===== src/pds_pkg.sv =====
// Shared constants and controller/datapath interface types for the PLL divider search.
// Used by pds_ctrl, pds_datapath and pll_divider_search_core. No dependencies.
`default_nettype none

package pds_pkg;

  // Default search limits for the feedback and post dividers.
  localparam int unsigned FbDivMaxDefault   = 320;
  localparam int unsigned FbDivMinDefault   = 16;
  localparam int unsigned PostDivMaxDefault = 7;

  // Fixed field widths.
  localparam int unsigned RefW    = 16;
  localparam int unsigned TargetW = 21;
  localparam int unsigned VcoHzW  = 31;
  localparam int unsigned PostW   = 3;

  // VCO window in kHz and the kHz to Hz scale.
  localparam int unsigned VcoMinKhz = 400000;
  localparam int unsigned VcoMaxKhz = 1600000;
  localparam int unsigned KhzToHz   = 1000;

  // Reset value of the reference frequency register.
  localparam logic [RefW-1:0] RefResetKhz = 16'd12000;

  // Commands from the controller to the datapath.
  typedef struct packed {
    logic load;     // take a new request and start the scan
    logic step;     // move to the next feedback divider
    logic capture;  // latch the outcome of the scan
    logic emit;     // drive the result registers
  } pds_cmd_t;

  // Status from the datapath to the controller.
  typedef struct packed {
    logic empty;    // divider range holds no value
    logic last;     // current feedback divider is the final one
    logic hit;      // a post divider pair matches at the current divider
  } pds_status_t;

endpackage

`default_nettype wire


===== src/pds_ctrl.sv =====
// Controller state machine for the PLL divider search.
// Depends on pds_pkg for the command and status types.
`default_nettype none

module pds_ctrl (
  input  wire                       clk_i,
  input  wire                       rst_ni,
  input  wire                       start_i,
  input  wire pds_pkg::pds_status_t status_i,
  output pds_pkg::pds_cmd_t         cmd_o,
  output logic                      busy_o
);
  import pds_pkg::*;

  typedef enum logic [2:0] {
    StIdle = 3'b001,
    StRun  = 3'b010,
    StDone = 3'b100
  } state_e;

  state_e state_q, state_d;

  // Next state and command decode.
  always_comb begin
    state_d = state_q;
    cmd_o   = '0;
    case (state_q)
      StIdle: begin
        if (start_i) begin
          cmd_o.load = 1'b1;
          state_d    = status_i.empty ? StDone : StRun;
        end
      end
      StRun: begin
        if (status_i.hit || status_i.last) begin
          cmd_o.capture = 1'b1;
          state_d       = StDone;
        end else begin
          cmd_o.step = 1'b1;
        end
      end
      StDone: begin
        cmd_o.emit = 1'b1;
        state_d    = StIdle;
      end
      default: begin
        state_d = StIdle;
      end
    endcase
  end

  // State register.
  always_ff @(posedge clk_i or negedge rst_ni) begin
    if (!rst_ni) begin
      state_q <= StIdle;
    end else begin
      state_q <= state_d;
    end
  end

  assign busy_o = (state_q != StIdle);

endmodule

`default_nettype wire


===== src/pds_datapath.sv =====
// Datapath for the PLL divider search: reference register, feedback divider scan,
// parallel post divider comparison and result registers. Depends on pds_pkg.
`default_nettype none

module pds_datapath #(
  parameter int unsigned FB_DIV_MAX   = pds_pkg::FbDivMaxDefault,
  parameter int unsigned FB_DIV_MIN   = pds_pkg::FbDivMinDefault,
  parameter int unsigned POST_DIV_MAX = pds_pkg::PostDivMaxDefault
) (
  input  wire                          clk_i,
  input  wire                          rst_ni,
  input  wire                          ref_we_i,
  input  wire  [pds_pkg::RefW-1:0]     ref_wdata_i,
  input  wire  [pds_pkg::TargetW-1:0]  target_khz_i,
  input  wire  pds_pkg::pds_cmd_t      cmd_i,
  output pds_pkg::pds_status_t         status_o,
  output logic                         valid_o,
  output logic                         found_o,
  output logic [pds_pkg::VcoHzW-1:0]   vco_hz_o,
  output logic [pds_pkg::PostW-1:0]    pdiv1_o,
  output logic [pds_pkg::PostW-1:0]    pdiv2_o
);
  import pds_pkg::*;

  localparam int unsigned FbW    = $clog2(FB_DIV_MAX + 1);
  localparam int unsigned VcoW   = FbW + RefW;
  localparam int unsigned ProdW  = TargetW + $clog2(POST_DIV_MAX * POST_DIV_MAX + 1);
  localparam int unsigned CmpW   = (VcoW > ProdW) ? VcoW : ProdW;
  localparam int unsigned ScaleW = VcoW + 10;

  logic [RefW-1:0]    ref_q;
  logic [TargetW-1:0] target_q;
  logic [FbW-1:0]     fb_q;
  logic [VcoW-1:0]    vco_q;
  logic               hit_q;
  logic [VcoW-1:0]    hit_vco_q;
  logic [PostW-1:0]   hit_p1_q, hit_p2_q;
  logic               valid_q, found_q;
  logic [VcoHzW-1:0]  vco_hz_q;
  logic [PostW-1:0]   p1_q, p2_q;

  logic [CmpW-1:0]    vco_ext;
  logic               in_window;
  logic               any_match;
  logic [PostW-1:0]   sel_p1, sel_p2;
  logic [ScaleW-1:0]  vco_scaled;

  // Reference frequency register, written by the user while the block is idle; unchecked.
  always_ff @(posedge clk_i or negedge rst_ni) begin
    if (!rst_ni) begin
      ref_q <= RefResetKhz;
    end else if (ref_we_i) begin
      ref_q <= ref_wdata_i;
    end
  end

  // Window check on the current VCO value.
  assign vco_ext   = CmpW'(vco_q);
  assign in_window = (vco_ext >= CmpW'(VcoMinKhz)) && (vco_ext <= CmpW'(VcoMaxKhz));

  // Compare every post divider pair at once; the first pair in scan order wins.
  always_comb begin
    logic [CmpW-1:0] prod;
    any_match = 1'b0;
    sel_p1    = '0;
    sel_p2    = '0;
    for (int p1 = POST_DIV_MAX; p1 >= 1; p1--) begin
      for (int p2 = p1; p2 >= 1; p2--) begin
        prod = CmpW'(target_q) * CmpW'(p1 * p2);
        if (!any_match && (prod == vco_ext)) begin
          any_match = 1'b1;
          sel_p1    = PostW'(p1);
          sel_p2    = PostW'(p2);
        end
      end
    end
  end

  assign status_o.empty = (FB_DIV_MIN > FB_DIV_MAX);
  assign status_o.last  = (fb_q == FbW'(FB_DIV_MIN));
  assign status_o.hit   = in_window && any_match;

  // Feedback divider scan: the VCO value steps down by one reference on each step command.
  always_ff @(posedge clk_i) begin
    if (cmd_i.load) begin
      target_q <= target_khz_i;
      fb_q     <= FbW'(FB_DIV_MAX);
      vco_q    <= VcoW'(FB_DIV_MAX) * VcoW'(ref_q);
    end else if (cmd_i.step) begin
      fb_q  <= fb_q - FbW'(1);
      vco_q <= vco_q - VcoW'(ref_q);
    end
  end

  // Outcome of the scan; cleared at the start so a miss reports zeros.
  always_ff @(posedge clk_i) begin
    if (cmd_i.load) begin
      hit_q     <= 1'b0;
      hit_vco_q <= '0;
      hit_p1_q  <= '0;
      hit_p2_q  <= '0;
    end else if (cmd_i.capture && status_o.hit) begin
      hit_q     <= 1'b1;
      hit_vco_q <= vco_q;
      hit_p1_q  <= sel_p1;
      hit_p2_q  <= sel_p2;
    end
  end

  // Scale the chosen VCO from kHz to Hz.
  assign vco_scaled = ScaleW'(hit_vco_q) * ScaleW'(KhzToHz);

  // Result registers and the one-cycle strobe.
  always_ff @(posedge clk_i or negedge rst_ni) begin
    if (!rst_ni) begin
      valid_q <= 1'b0;
    end else begin
      valid_q <= cmd_i.emit;
    end
  end

  always_ff @(posedge clk_i) begin
    if (cmd_i.emit) begin
      found_q  <= hit_q;
      vco_hz_q <= vco_scaled[VcoHzW-1:0];
      p1_q     <= hit_p1_q;
      p2_q     <= hit_p2_q;
    end
  end

  assign valid_o  = valid_q;
  assign found_o  = found_q;
  assign vco_hz_o = vco_hz_q;
  assign pdiv1_o  = p1_q;
  assign pdiv2_o  = p2_q;

endmodule

`default_nettype wire


===== src/pll_divider_search_core.sv =====
// After accepting a request the controller stays in Run while it scans k feedback divider
// values (1 to FB_DIV_MAX-FB_DIV_MIN+1, at most 305), then Done registers valid_o.
// One feedback divider is tested per cycle, all post divider pairs in parallel.
// A new request is taken only once the last is through; busy is high from acceptance until the result
// cycle, in which the next request may be taken. The receiver cannot stall.
// Reset is asynchronous, active low; the reference register returns to 12000 kHz.
`default_nettype none

module pll_divider_search_core #(
  parameter int unsigned FB_DIV_MAX   = pds_pkg::FbDivMaxDefault,
  parameter int unsigned FB_DIV_MIN   = pds_pkg::FbDivMinDefault,
  parameter int unsigned POST_DIV_MAX = pds_pkg::PostDivMaxDefault
) (
  input  wire                          clk_i,
  input  wire                          rst_ni,
  input  wire                          ref_freq_khz_we_i,
  input  wire  [pds_pkg::RefW-1:0]     ref_freq_khz_i,
  input  wire                          start,
  output logic                         busy,
  input  wire  [pds_pkg::TargetW-1:0]  target_khz_i,
  output logic                         valid_o,
  output logic                         found_o,
  output logic [pds_pkg::VcoHzW-1:0]   vco_hz_o,
  output logic [pds_pkg::PostW-1:0]    pdiv1_o,
  output logic [pds_pkg::PostW-1:0]    pdiv2_o
);
  import pds_pkg::*;

  pds_cmd_t    cmd;
  pds_status_t status;

  // Sequencing of one request.
  pds_ctrl u_ctrl (
    .clk_i    (clk_i),
    .rst_ni   (rst_ni),
    .start_i  (start),
    .status_i (status),
    .cmd_o    (cmd),
    .busy_o   (busy)
  );

  // Scan and comparison logic.
  pds_datapath #(
    .FB_DIV_MAX   (FB_DIV_MAX),
    .FB_DIV_MIN   (FB_DIV_MIN),
    .POST_DIV_MAX (POST_DIV_MAX)
  ) u_datapath (
    .clk_i        (clk_i),
    .rst_ni       (rst_ni),
    .ref_we_i     (ref_freq_khz_we_i),
    .ref_wdata_i  (ref_freq_khz_i),
    .target_khz_i (target_khz_i),
    .cmd_i        (cmd),
    .status_o     (status),
    .valid_o      (valid_o),
    .found_o      (found_o),
    .vco_hz_o     (vco_hz_o),
    .pdiv1_o      (pdiv1_o),
    .pdiv2_o      (pdiv2_o)
  );

endmodule

`default_nettype wire

===== config.mk =====
export PLATFORM = sky130hd
export DESIGN_NAME = pll_divider_search_core
export DESIGN_NICKNAME = d
export VERILOG_FILES = /design/src/pds_pkg.sv /design/src/pds_ctrl.sv /design/src/pds_datapath.sv /design/src/pll_divider_search_core.sv
export SDC_FILE = /design/constraint.sdc
export NUM_CORES = 2
export LEC_CHECK = 0
export BUFFER_PORTS_ARGS = -buffer_cell sky130_fd_sc_hd__buf_2
export CAP_MARGIN = 5
export CORE_MARGIN = 2
export CORE_UTILIZATION = 60
export DETAILED_ROUTE_END_ITERATION = 6
export PLACE_DENSITY = 0.77
export SYNTH_ARGS = -nofsm -noshare
export SYNTH_HDL_FRONTEND = slang
export SYNTH_SLANG_ARGS = --single-unit

===== constraint.sdc =====
create_clock -name clk_i -period 20.9 [get_ports clk_i]
set_input_delay 4.18 -clock clk_i [delete_from_list [all_inputs] [get_ports clk_i]]
set_output_delay 4.18 -clock clk_i [all_outputs]
set_load 0.1 [all_outputs]

==> run_results.csv <==
group,metric,value,unit
critical_path,cp_common_cell,"ha_1",
hold_path,min_from,"u_datapath.hit_q",
hold_path,holdPathEnd,"u_datapath.found_o",
final_layout,layout-drive-gt1-share,6.79,%
yosys,yosys_most_used_dff,"edfxtp_1",
yosys,syn_area,35600,µm²
timing,relSlewSlack,19.9,%
drt,drtPass1Iterations,7,
cts,htree_levels,4,
flow_run,max_cap_violations,0,
critical_path,cp_max_fo,30,
floorplanning,io_pins,81,
cts,post-cts-setup-buffer-count,0,
cts,clk_path_buf_depth,2,
final_layout,areaGrowthSynthToFinish,3.88,%
global_route,grt_util_met1,52.8,%
final_layout,post-route-util,62.9,%
floorplanning,dieArea,61400,µm²
critical_path,rr_worst_depth,21,
floorplanning,core_area,58900,µm²
power_and_ir_drop,swShare,52.3,%
critical_path,critPathSlowestCell,"edfxtp_1",
power_and_ir_drop,combPwrFrac,68.0,%
critical_path,cp-start-kind,"flip-flop",
floorplanning,start_util,60.5,%
global_route,grt_pass1_vias,32600,
critical_path,slowest_delay,950,ps
global_route,met2_usage,63.8,%
critical_path,crit_type,"flip-flop to flip-flop",
global_route,grt_most_used_layer,"met2",
yosys,ys_ff_latch,142,
critical_path,crit_path_end_kind,"flip-flop",
drt,via_per_inst,6.77,
power_and_ir_drop,ir_drop,0.0934,mV
cts,cts_tree,"built",
power_and_ir_drop,p_int,1.10,mW
hold_path,hold_path_depth,0,
drt,drc,3,
floorplanning,fp.dieH,248,µm
timing,finalClockSkew,22.6,ps
global_route,grt_pass1_wl,195000,µm
global_route,use_met3,11.1,%
status,status,"complete, but fails checks",
global_route,grt_max_degree,59,
cts,cts.reportedPaths.clkPinSlew,80,ps
floorplanning,die_x,248,µm
global_route,antenna_found_initial,3,
cts,clock_sinks,142,
timing,hold_viol,0,
final_layout,num_antenna_cells,0,
placement,portBuffers,77,
timing,slew_viol_final,0,
cts,cts_resized,0,
power_and_ir_drop,leakagePower,15.7,nW
drt,drtIter0Drc,3757,
drt,final_antenna_net_count,0,
yosys,syn_inst,4304,
yosys,synth-seq-area-share,10.4,%
yosys,synth_async_sr_flop_share,14.1,%
global_route,grt_use_total,41.8,%
critical_path,worstPathArrival,7920,ps
drt,vias,33900,
final_layout,fin_cells,5002,
timing,worstMarginPinSlew,1200,ps
timing,max_freq,126,MHz
critical_path,crit_required,20900,ps
status,violations,"DRC",
yosys,synth_cell_types,115,
cts,cts_inserted_buffers,17,
drt,routed_wl,129000,µm
critical_path,cp_cell_sequence,"ha_1 > xnor2_1 > inv_1 > ha_1 > or2_2 > ha_1 > inv_1 > fa_1 > nor2b_1 > o211ai_1 > a21o_1 > o41ai_1 > xnor2_1 > nand4_1 > or4_1 > or4_1 > o211a_1 > and2_4 > nand4b_4 > o31a_4 > nand2_1",
power_and_ir_drop,report.power.total,2.30,mW
power_and_ir_drop,p_clk_share,13.5,%
drt,wl_per_cell,25.8,µm
power_and_ir_drop,netSwitchingPower,1.20,mW
power_and_ir_drop,power_density,62.1,nW/µm²
placement,hpwl,96900,µm
timing,fin_setup_tns,0,ps
timing,setup_viol,0,
yosys,ys_warn_count,0,
timing,post-route-period-util,37.9,%
placement,routabilityCongestion,1.04,
critical_path,r2r_slack,12990,ps
placement,dp.cells,4970,
cts,cts_root_buf,"clkbuf_16",
critical_path,r2r_start,"u_datapath.target_q[2]",
critical_path,timing.rr.end,"u_datapath.vco_q[10]",
final_layout,final_nets,4874,
global_route,globalRouteOverflowTotal,0,
cts,cts_hold_buf,0,
yosys,avgSynthCellArea,8.28,µm²
timing,rsz0062_at_grt,"false",
floorplanning,fp-row-count,89,
yosys,synth_enable_flop_cells,75,
timing,post-route-min-period,7910,ps
hold_path,hold_class,"flip-flop to flip-flop",
final_layout,fillers,5189,
cts,insertion_delay,460,ps
power_and_ir_drop,seqPwrFrac,18.5,%
-- sequential cells by signal, indices dropped and copies added (netlist names) --
| register | count |
|---|---|
| u_datapath.hit_q | 1 |
| u_datapath.hit_vco_q | 25 |
| u_datapath.hit_p2_q | 3 |
| u_ctrl.state_q | 3 |
| u_datapath.valid_o | 1 |
| u_datapath.found_o | 1 |
| u_datapath.ref_q | 16 |
| u_datapath.pdiv1_o | 3 |
| u_datapath.fb_q | 9 |
| u_datapath.pdiv2_o | 3 |
| u_datapath.vco_hz_o | 28 |
| u_datapath.vco_q | 25 |
| u_datapath.target_q | 21 |
| u_datapath.hit_p1_q | 3 |
-- layer usage --
layer / vias up / share of wire (%)
met2: 2091 / 42
met1: 16000 / 38
met5: - / 0.024
li1: 15300 / -
met3: 537 / 12
met4: 4 / 7.2
-- layout by cell type (no fill, tap or decap), types with 17 or more instances in the layout --
master	instances
xnor2_1	434
ha_1	392
inv_1	351
nor2_1	261
nand2_1	233
fa_1	225
a21oi_1	219
xor2_1	194
o21ai_0	152
nor3_1	123
nand3_1	105
nand4_1	95
nor4_1	90
buf_2	77
a21o_1	75
edfxtp_1	75
mux2i_1	62
buf_4	62
o21a_1	49
a31oi_1	48
dfxtp_1	45
a211oi_1	40
nand2b_1	40
and2_1	36
o211ai_1	34
nor2b_1	32
o2111ai_1	30
xnor3_1	30
or3_1	29
and3_1	28
o31ai_1	28
or4_1	28
or2_2	27
o22ai_1	23
o21bai_1	22
clkbuf_16	21
nand3b_1	17
a211o_1	17
-- cell type report --
class | instances | area [µm²] | area share [%]
Timing Repair Buffer | 139 | 851 | 2.30
Clock buffer | 25 | 543 | 1.47
Sequential cell | 142 | 3710 | 10.0
Tap cell | 773 | 967 | 2.61
Multi-Input combinational cell | 3554 | 29600 | 79.8
Inverter | 362 | 1360 | 3.67
Clock inverter | 7 | 45.0 | 0.122
-- power by group through the flow --
stage | clock [mW] | combinational [mW] | sequential [mW]
2_1_floorplan | 0 | 1.07 | 0.353
3_3_place_gp | 0 | 1.48 | 0.423
3_5_place_dp | 0 | 1.48 | 0.423
4_1_cts | 0.314 | 1.49 | 0.418
5_1_grt | 0.323 | 1.62 | 0.423
6_report | 0.310 | 1.56 | 0.425
-- Yosys cell counts (36+ instances only) --
cell / n / area [µm²]
xnor2_1: 434 / 3800
ha_1: 392 / 4900
inv_1: 352 / 1320
nor2_1: 261 / 980
nand2_1: 233 / 875
fa_1: 225 / 4500
a21oi_1: 219 / 1100
xor2_1: 194 / 1700
o21ai_0: 152 / 761
clkbuf_1: 148 / 556
nor3_1: 123 / 616
nand3_1: 105 / 526
nand4_1: 95 / 594
nor4_1: 91 / 569
a21o_1: 75 / 563
edfxtp_1: 75 / 2250
mux2i_1: 62 / 621
buf_2: 57 / 285
o21a_1: 49 / 368
a31oi_1: 48 / 300
dfxtp_1: 47 / 941
a211oi_1: 40 / 300
nand2b_1: 40 / 250
and2_1: 36 / 225
-- worst max-delay path by stage --
stage | from | cells after the start | endpoint
finish | u_datapath.target_q[2] | 21 | u_datapath.vco_q[10]
global route | u_datapath.target_q[2] | 21 | u_datapath.vco_q[10]
CTS | u_datapath.target_q[2] | 21 | u_datapath.vco_q[6]
detailed placement | u_datapath.target_q[2] | 21 | u_datapath.vco_q[19]
global placement | u_datapath.target_q[2] | 21 | u_datapath.vco_q[19]
floorplan | u_datapath.target_q[19] | 25 | u_datapath.vco_q[10]
-- critical path, delay by kind of cell, from the launching register on --
kind                     cells  cell delay, ps
AO/OA/AOI/OAI                5            1540
XOR/XNOR                     2             610
adder cells (fa/ha/maj)      4            1450
buffers and inverters        2             260
flip-flops                   1             950
AND/OR/NAND/NOR              8            2660
-- cells by family after synthesis --
family / count (synthesis) / share of synthesized area (%)
and+or+nand+nor: 1215 / 17.7
AOI/OAI and AO/OA: 986 / 19.2
xor gates and xnor gates: 660 / 17.4
adders and majority gates: 617 / 26.4
buffers and inverters: 610 / 6.74
DFF: 142 / 10.4
muxes: 73 / 2.09
other: 1 / 0.0105
-- stage by stage --
step | cell area (µm²) | hold slack (ps) | worst slack, ps
floorplan | 35700 | 401 | 14140
global placement | 36400 | 416 | 13300
detailed placement | 36400 | 430 | 13130
CTS | 37000 | 428 | 13090
global route | 37000 | 442 | 12530
finish | 37000 | 433 | 12990
Power figures use the tool's default switching activity.
